**src/design/mmcrc_pkg.sv**
```systemverilog
`timescale 1ns / 1ps

package mmcrc_pkg;

   // csr_crc_mode codes; the unused code runs as CRC-32
   localparam logic [1:0] CSR_MODE_CRC32   = 2'd0;
   localparam logic [1:0] CSR_MODE_CRC32P4 = 2'd1;
   localparam logic [1:0] CSR_MODE_CRC16   = 2'd2;

   localparam logic [31:0] CRC32_REFL_POLY   = 32'hEDB88320;
   localparam logic [31:0] CRC32P4_REFL_POLY = 32'hC8DF352F;
   localparam logic [15:0] CRC16_POLY        = 16'h1021;
   localparam logic [31:0] CRC32_INIT        = 32'hFFFFFFFF;
   localparam logic [31:0] CRC32_XOROUT      = 32'hFFFFFFFF;
   localparam logic [15:0] CRC16_INIT        = 16'hFFFF;

   localparam int FIFO_DEPTH = 4;
   localparam int FIFO_AW    = $clog2(FIFO_DEPTH);
   localparam int FIFO_CW    = $clog2(FIFO_DEPTH + 1);

   typedef enum logic [1:0] {
      KIND_CRC32,
      KIND_CRC32P4,
      KIND_CRC16
   } crc_kind_type;

   typedef struct packed {
      crc_kind_type kind;
      logic         load;
      logic [31:0]  load_value;
      logic         present;
      logic [7:0]   data_byte;
      logic         last;
   } crc_entry_type;

   typedef struct packed {
      logic full;
      logic empty;
   } fifo_status_type;

   function automatic logic [31:0] fold_reflected(input logic [31:0] crc,
                                                  input logic [7:0]  data,
                                                  input logic [31:0] poly);
      logic [31:0] c;
      c = crc ^ {24'd0, data};
      for (int i = 0; i < 8; i++) begin
         if (c[0]) c = (c >> 1) ^ poly;
         else      c = c >> 1;
      end
      return c;
   endfunction

   function automatic logic [15:0] fold_ccitt(input logic [15:0] crc,
                                              input logic [7:0]  data);
      logic [15:0] c;
      c = crc ^ {data, 8'd0};
      for (int i = 0; i < 8; i++) begin
         if (c[15]) c = (c << 1) ^ CRC16_POLY;
         else       c = c << 1;
      end
      return c;
   endfunction

endpackage

```
**src/design/multi_mode_crc_engine.sv**
```systemverilog
`timescale 1ns / 1ps
// Channel   Dir  Handshake          Payload
// req       in   tvalid/tready      tdata {seed_value, data_byte}, tuser flags, tlast = last
// rsp       out  tvalid/tready      tdata crc_result
// csr       in   wr_en              wr_data = crc_mode
// One request a cycle enters the queue while it has room; the back end folds one byte a
// cycle with an 8-step XOR tree per mode, so throughput is one request per clock while
// results are taken. A last request is queued first; its result is registered as it pops.
// A stalled result only holds back requests carrying last; the queue absorbs the rest.
// Synchronous reset clears the queue, the running CRC and the mode (CRC-32).

module multi_mode_crc_engine import mmcrc_pkg::*; (
   input  logic        clock,
   input  logic        reset,
   input  logic        csr_wr_en,
   input  logic [1:0]  csr_wr_data,
   input  logic        req_tvalid,
   output logic        req_tready,
   input  logic [39:0] req_tdata,   // [7:0] data_byte, [39:8] seed_value
   input  logic [2:0]  req_tuser,   // [0] byte_present, [1] start_req, [2] fresh_start
   input  logic        req_tlast,
   output logic        rsp_tvalid,
   input  logic        rsp_tready,
   output logic [31:0] rsp_tdata    // [31:0] crc_result
);

   logic            push;
   logic            pop;
   crc_entry_type   push_entry;
   crc_entry_type   head_entry;
   fifo_status_type fifo_status;

   mmcrc_front u_front (
      .clock      (clock),
      .reset      (reset),
      .csr_wr_en  (csr_wr_en),
      .csr_wr_data(csr_wr_data),
      .req_tvalid (req_tvalid),
      .req_tready (req_tready),
      .req_tdata  (req_tdata),
      .req_tuser  (req_tuser),
      .req_tlast  (req_tlast),
      .fifo_full  (fifo_status.full),
      .push       (push),
      .push_entry (push_entry)
   );

   mmcrc_fifo u_fifo (
      .clock     (clock),
      .reset     (reset),
      .push      (push),
      .push_entry(push_entry),
      .pop       (pop),
      .head_entry(head_entry),
      .status    (fifo_status)
   );

   mmcrc_back u_back (
      .clock     (clock),
      .reset     (reset),
      .fifo_empty(fifo_status.empty),
      .head_entry(head_entry),
      .pop       (pop),
      .rsp_tvalid(rsp_tvalid),
      .rsp_tready(rsp_tready),
      .rsp_tdata (rsp_tdata)
   );

`ifndef SYNTHESIS
   assert property (@(posedge clock) disable iff (reset)
      !(fifo_status.full && fifo_status.empty))
      else $error("queue reports full and empty at once");

   assert property (@(posedge clock) disable iff (reset)
      pop |-> !fifo_status.empty)
      else $error("pop from empty queue");

   assert property (@(posedge clock) disable iff (reset)
      (pop && head_entry.last) |=> rsp_tvalid)
      else $error("last request popped without a result");

   assert property (@(posedge clock) disable iff (reset)
      (rsp_tvalid && !rsp_tready) |-> !(pop && head_entry.last))
      else $error("result overwritten while stalled");
`endif

endmodule

```
**src/design/mmcrc_front.sv**
```systemverilog
`timescale 1ns / 1ps

module mmcrc_front import mmcrc_pkg::*; (
   input  logic          clock,
   input  logic          reset,
   input  logic          csr_wr_en,
   input  logic [1:0]    csr_wr_data,
   input  logic          req_tvalid,
   output logic          req_tready,
   input  logic [39:0]   req_tdata,
   input  logic [2:0]    req_tuser,
   input  logic          req_tlast,
   input  logic          fifo_full,
   output logic          push,
   output crc_entry_type push_entry
);

   logic [1:0]   crc_mode_ff;
   crc_kind_type kind;
   logic         fresh;
   logic [31:0]  seed;

   always_ff @(posedge clock) begin
      if (reset) begin
         crc_mode_ff <= CSR_MODE_CRC32;
      end else if (csr_wr_en) begin
         crc_mode_ff <= csr_wr_data;
      end
   end

   always_comb begin
      unique case (crc_mode_ff)
         CSR_MODE_CRC32P4: kind = KIND_CRC32P4;
         CSR_MODE_CRC16:   kind = KIND_CRC16;
         default:          kind = KIND_CRC32;
      endcase
   end

   assign fresh = req_tuser[2];
   assign seed  = req_tdata[39:8];

   always_comb begin
      push_entry.kind      = kind;
      push_entry.load      = req_tuser[1];
      push_entry.present   = req_tuser[0];
      push_entry.data_byte = req_tdata[7:0];
      push_entry.last      = req_tlast;
      // resume values are un-finalised here so the back end only ever folds
      if (kind == KIND_CRC16) begin
         push_entry.load_value = fresh ? {16'd0, CRC16_INIT} : {16'd0, seed[15:0]};
      end else begin
         push_entry.load_value = fresh ? CRC32_INIT : (seed ^ CRC32_XOROUT);
      end
   end

   assign req_tready = !fifo_full;
   assign push       = req_tvalid && !fifo_full;

endmodule

```
**src/design/mmcrc_fifo.sv**
```systemverilog
`timescale 1ns / 1ps

module mmcrc_fifo import mmcrc_pkg::*; (
   input  logic            clock,
   input  logic            reset,
   input  logic            push,
   input  crc_entry_type   push_entry,
   input  logic            pop,
   output crc_entry_type   head_entry,
   output fifo_status_type status
);

   crc_entry_type        mem [FIFO_DEPTH];
   logic [FIFO_AW-1:0]   wr_ptr_ff, wr_ptr_in;
   logic [FIFO_AW-1:0]   rd_ptr_ff, rd_ptr_in;
   logic [FIFO_CW-1:0]   count_ff,  count_in;

   always_ff @(posedge clock) begin
      if (push) begin
         mem[wr_ptr_ff] <= push_entry;
      end
   end

   always_comb begin
      wr_ptr_in = push ? wr_ptr_ff + FIFO_AW'(1) : wr_ptr_ff;
      rd_ptr_in = pop  ? rd_ptr_ff + FIFO_AW'(1) : rd_ptr_ff;
      count_in  = count_ff;
      if (push && !pop) count_in = count_ff + FIFO_CW'(1);
      if (pop && !push) count_in = count_ff - FIFO_CW'(1);
   end

   always_ff @(posedge clock) begin
      if (reset) begin
         wr_ptr_ff <= '0;
         rd_ptr_ff <= '0;
         count_ff  <= '0;
      end else begin
         wr_ptr_ff <= wr_ptr_in;
         rd_ptr_ff <= rd_ptr_in;
         count_ff  <= count_in;
      end
   end

   assign head_entry   = mem[rd_ptr_ff];
   assign status.full  = (count_ff == FIFO_CW'(FIFO_DEPTH));
   assign status.empty = (count_ff == '0);

endmodule

```
**src/design/mmcrc_back.sv**
```systemverilog
`timescale 1ns / 1ps

module mmcrc_back import mmcrc_pkg::*; (
   input  logic          clock,
   input  logic          reset,
   input  logic          fifo_empty,
   input  crc_entry_type head_entry,
   output logic          pop,
   output logic          rsp_tvalid,
   input  logic          rsp_tready,
   output logic [31:0]   rsp_tdata
);

   logic [31:0] running_crc_ff, running_crc_in;
   logic        rsp_valid_ff,   rsp_valid_in;
   logic [31:0] rsp_data_ff,    rsp_data_in;
   logic [31:0] base;
   logic        out_free;

   // a request without last never touches the output register, so it need not wait
   assign out_free = !rsp_valid_ff || rsp_tready;
   assign pop      = !fifo_empty && (!head_entry.last || out_free);

   always_comb begin
      base = head_entry.load ? head_entry.load_value : running_crc_ff;
      if (head_entry.kind == KIND_CRC16) base = {16'd0, base[15:0]};

      running_crc_in = base;
      if (head_entry.present) begin
         case (head_entry.kind)
            KIND_CRC16:   running_crc_in = {16'd0, fold_ccitt(base[15:0], head_entry.data_byte)};
            KIND_CRC32P4: running_crc_in = fold_reflected(base, head_entry.data_byte,
                                                          CRC32P4_REFL_POLY);
            default:      running_crc_in = fold_reflected(base, head_entry.data_byte,
                                                          CRC32_REFL_POLY);
         endcase
      end

      rsp_data_in  = (head_entry.kind == KIND_CRC16) ? running_crc_in
                                                     : running_crc_in ^ CRC32_XOROUT;
      rsp_valid_in = rsp_valid_ff && !rsp_tready;
      if (pop && head_entry.last) rsp_valid_in = 1'b1;
   end

   always_ff @(posedge clock) begin
      if (reset) begin
         running_crc_ff <= '0;
         rsp_valid_ff   <= 1'b0;
      end else begin
         if (pop) running_crc_ff <= running_crc_in;
         rsp_valid_ff <= rsp_valid_in;
      end
   end

   always_ff @(posedge clock) begin
      if (pop && head_entry.last) rsp_data_ff <= rsp_data_in;
   end

   assign rsp_tvalid = rsp_valid_ff;
   assign rsp_tdata  = rsp_data_ff;

endmodule

```
**config.mk**
```make
export PLATFORM = sky130hd
export DESIGN_NAME = multi_mode_crc_engine
export DESIGN_NICKNAME = d
export VERILOG_FILES = /design/src/design/mmcrc_pkg.sv /design/src/design/multi_mode_crc_engine.sv /design/src/design/mmcrc_front.sv /design/src/design/mmcrc_fifo.sv /design/src/design/mmcrc_back.sv
export SDC_FILE = /design/constraint.sdc
export NUM_CORES = 1
export LEC_CHECK = 0
export BUFFER_PORTS_ARGS = -buffer_cell sky130_fd_sc_hd__buf_4
export CAP_MARGIN = 20
export CORE_MARGIN = 2
export CORE_UTILIZATION = 60
export CTS_CLUSTER_SIZE = 28
export DETAILED_ROUTE_END_ITERATION = 6
export PLACE_DENSITY = 0.84
export SETUP_SLACK_MARGIN = 0.4
export SYNTH_ARGS = -nofsm -noshare
export SYNTH_HDL_FRONTEND = slang
export SYNTH_SLANG_ARGS = --single-unit
```
**constraint.sdc**
```tcl
create_clock -name clock -period 5.4 [get_ports clock]
set_input_delay 1.08 -clock clock [delete_from_list [all_inputs] [get_ports clock]]
set_output_delay 1.08 -clock clock [all_outputs]
set_load 0.01 [all_outputs]
```
==> results.sh <==
export IMPL_hold_violations=0
export IMPL_nFillCells=1424
export IMPL_clk_latency_ns=0.53
export IMPL_fp_dieArea_um2=22600
export IMPL_seq_area_frac_synth_pct=56.4
export IMPL_skew_ns=0.0109
export IMPL_ys_seq_elements=256
export IMPL_floorplan_rows=53
export IMPL_n_antenna_cell=0
export IMPL_cp_data_required_time_ns=5.71
export IMPL_cap_violations=0
export IMPL_max_stage_delay_ns=0.60
export IMPL_worstRegToRegCells=11
export IMPL_start_util_pct=61.2
export IMPL_nets=1052
export IMPL_fmax_mhz=225
export IMPL_grt_max_degree=49
export IMPL_drtIter0Drc=1023
export IMPL_die_w_um=150
export IMPL_holdPathStages=2
export IMPL_hp_start="u_back.running_crc_ff[31]"
export IMPL_syn_num_nets=973
export IMPL_ys_warnings_count=0
export IMPL_die_y_um=150
export IMPL_cts_buffers=25
export IMPL_setup_viol=0
export IMPL_synth_edf_count=212
export IMPL_area_growth_pct=13.7
export IMPL_overflow=0
export IMPL_core_area_um2=21000
export IMPL_min_to="u_back.running_crc_ff[31]"
export IMPL_cts_setup_buffers=0
export IMPL_cp_end_kind="flop"
export IMPL_grt_pass1_wl_um=45000
export IMPL_gp_congestion=0.962
export IMPL_synthDistinctLibCells=60
export IMPL_hold_path_class="flop to flop"
export IMPL_tightest_slew_ns=1.11
export IMPL_whs_ns=0.458
export IMPL_grt_use_met1_pct=39.7
export IMPL_worstPathArrival_ns=4.75
export IMPL_port_buffers=84
export IMPL_drive_gt1_share_pct=23.3
export IMPL_top_usage_layer="met2"
export IMPL_avgSynthCellArea_um2=14.1
export IMPL_worstSetupPathType="flop to flop"
export IMPL_timing_rr_end="u_back.rsp_tdata[6]"
export IMPL_relSlewSlack_pct=25.8
export IMPL_grt_pass1_vias=7578
export IMPL_cts_tree="done"
export IMPL_start_kind="flop"
export IMPL_use_met3_pct=4.88
export IMPL_ctsHtreeMaxLevel=1
export IMPL_yosysTopAreaCellShare_pct=49.5
export IMPL_clockRootBuffer="clkbuf_16"
export IMPL_outcome="finished, final reports clean"
export IMPL_post_dp_hpwl_um=19100
export IMPL_yosysTopAreaCell="edfxtp_1"
export IMPL_period_share_pct=82.3
export IMPL_synth_flop_cell="edfxtp_1"
export IMPL_pin_count=85
export IMPL_clk_path_buf_depth=3
export IMPL_post_drt_wl_per_cell_um=22.8
export IMPL_fin_crit_ns=4.45
export IMPL_routed_wl_um=29400
export IMPL_rrSetupSlack_ns=0.95
export IMPL_cpMostUsedCell="xnor2_1"
export IMPL_grt_usage_pct=26.7
export IMPL_path_cells="mux4_2, buf_4, mux2i_4, xnor2_1, buf_4, xnor2_1, xnor3_1, xnor2_1, a221oi_1, nor2b_1, xnor2_1"
export IMPL_grt_util_met2_pct=40.1
export IMPL_cts_hold_buf=0
export IMPL_synth_cells=914
export IMPL_path_max_fanout=24
export IMPL_synth_area_leaders="edfxtp_1, mux4_2, xnor2_1"
export IMPL_fin_tns_setup_ns=0
export IMPL_antenna_found_initial=0
export IMPL_viasPerCell=6.08
export IMPL_postLayoutCoreUtil_pct=69.5
export IMPL_synthArstFlopShare_pct=0
export IMPL_cpMaxStageDelayCell="mux4_2"
export IMPL_cts_sinks=256
export IMPL_cts_resized=0
export IMPL_synth_area_um2=12900
export IMPL_finalMaxSlewViolations=0
export IMPL_vias=7821
export IMPL_final_antenna_net_count=0
export IMPL_clkTransAtPathRegs_ns=0.06
export IMPL_rsz0062_at_grt="no"
export IMPL_first_pass_iters=6
export IMPL_drc=0
-- layout make-up --
cell class / instances / area, um^2 / share of cell area (%)
Inverter: 14 / 52.6 / 0.360
Clock buffer: 32 / 662 / 4.53
Clock inverter: 14 / 176 / 1.21
Tap cell: 275 / 344 / 2.35
Sequential cell: 256 / 7250 / 49.6
Multi-Input combinational cell: 587 / 5300 / 36.3
Timing Repair Buffer: 109 / 831 / 5.68
-- registers in the layout (all words and copies together) (netlist names), named ones only --
register / count
u_back.rsp_tdata: 32
u_fifo.count_ff: 3
u_fifo.wr_ptr_ff: 2
u_fifo.rd_ptr_ff: 2
u_front.crc_mode_ff: 2
u_back.rsp_tvalid: 1
u_back.running_crc_ff: 32
u_fifo.mem: 180
-- worst max-delay path, delay by kind of cell, from the launching register on --
kind	cells	cell delay [ns]
xor+xnor	5	1.38
mux	2	0.99
buf+inv	2	0.72
flops	1	0.57
compound gates	1	0.42
simple gates	1	0.13
-- worst max-delay path by stage --
| stage | end | slack [ns] |
|---|---|---|
| 6_report | u_back.rsp_tdata[6] | 0.95 |
| 5_1_grt | u_back.rsp_tdata[6] | 0.80 |
| 4_1_cts | u_back.rsp_tdata[7] | 0.94 |
| 3_5_place_dp | u_back.rsp_tdata[7] | 1.01 |
| 3_3_place_gp | u_back.rsp_tdata[9] | 1.03 |
| 2_1_floorplan | u_back.rsp_tdata[11] | 1.04 |
-- cell usage after synthesis, drive strengths merged, types with 14 or more instances --
cell type and number:
edfxtp 212, xnor2 120, nor2 72, nand2 67
a21oi 53, xor2 45, dfxtp 44, mux4 44
mux2i 38, clkbuf 32, buf 25, o21ai 20
a221oi 16, xnor3 15, inv 14
-- kinds of logic (layout without fill, tap and decap cells) --
kind of cell / count (synthesis) / in the layout / share of synthesized area (%)
flops: 256 / 256 / 56.4
xor+xnor: 184 / 184 / 15.9
simple gates: 173 / 173 / 5.69
compound gates: 136 / 136 / 7.00
mux: 86 / 86 / 11.6
buf+inv: 71 / 169 / 2.60
fa+ha+maj: 8 / 8 / 0.837
-- layer usage --
metal	share of wire, %	wire length, um
met1	41	12100
met2	46	13500
met3	9.4	2750
met4	3.4	1010
met5	0	0
-- metrics by stage --
| step | setup slack, ns | instance area [um^2] | instances |
|---|---|---|---|
| floorplan | 1.04 | 12900 | 914 |
| global placement | 1.03 | 13800 | 1240 |
| detailed placement | 1.01 | 13800 | 1240 |
| CTS | 0.941 | 14600 | 1286 |
| global route | 0.802 | 14600 | 1287 |
| finish | 0.953 | 14600 | 1287 |
-- layout by cell type, fill, tap and decap left out, drive strengths merged, types with 4 or more instances in the layout --
cell	synthesis	layout
edfxtp	212	212
xnor2	120	120
buf	25	109
nor2	72	72
nand2	67	67
a21oi	53	53
xor2	45	45
mux4	44	44
dfxtp	44	44
mux2i	38	38
clkbuf	32	32
o21ai	20	20
a221oi	16	16
inv	14	15
xnor3	15	15
a211oi	13	13
clkinv	0	8
ha	7	7
a22oi	6	6
nor2b	6	6
nand3	5	5
nor3	5	5
mux2	4	4
xor3	4	4
and2	4	4
a311oi	4	4
and3	4	4
bufinv	0	4
Power is not shown: default switching activity piles up to over one toggle a cycle in this logic, so the estimate is an artifact.
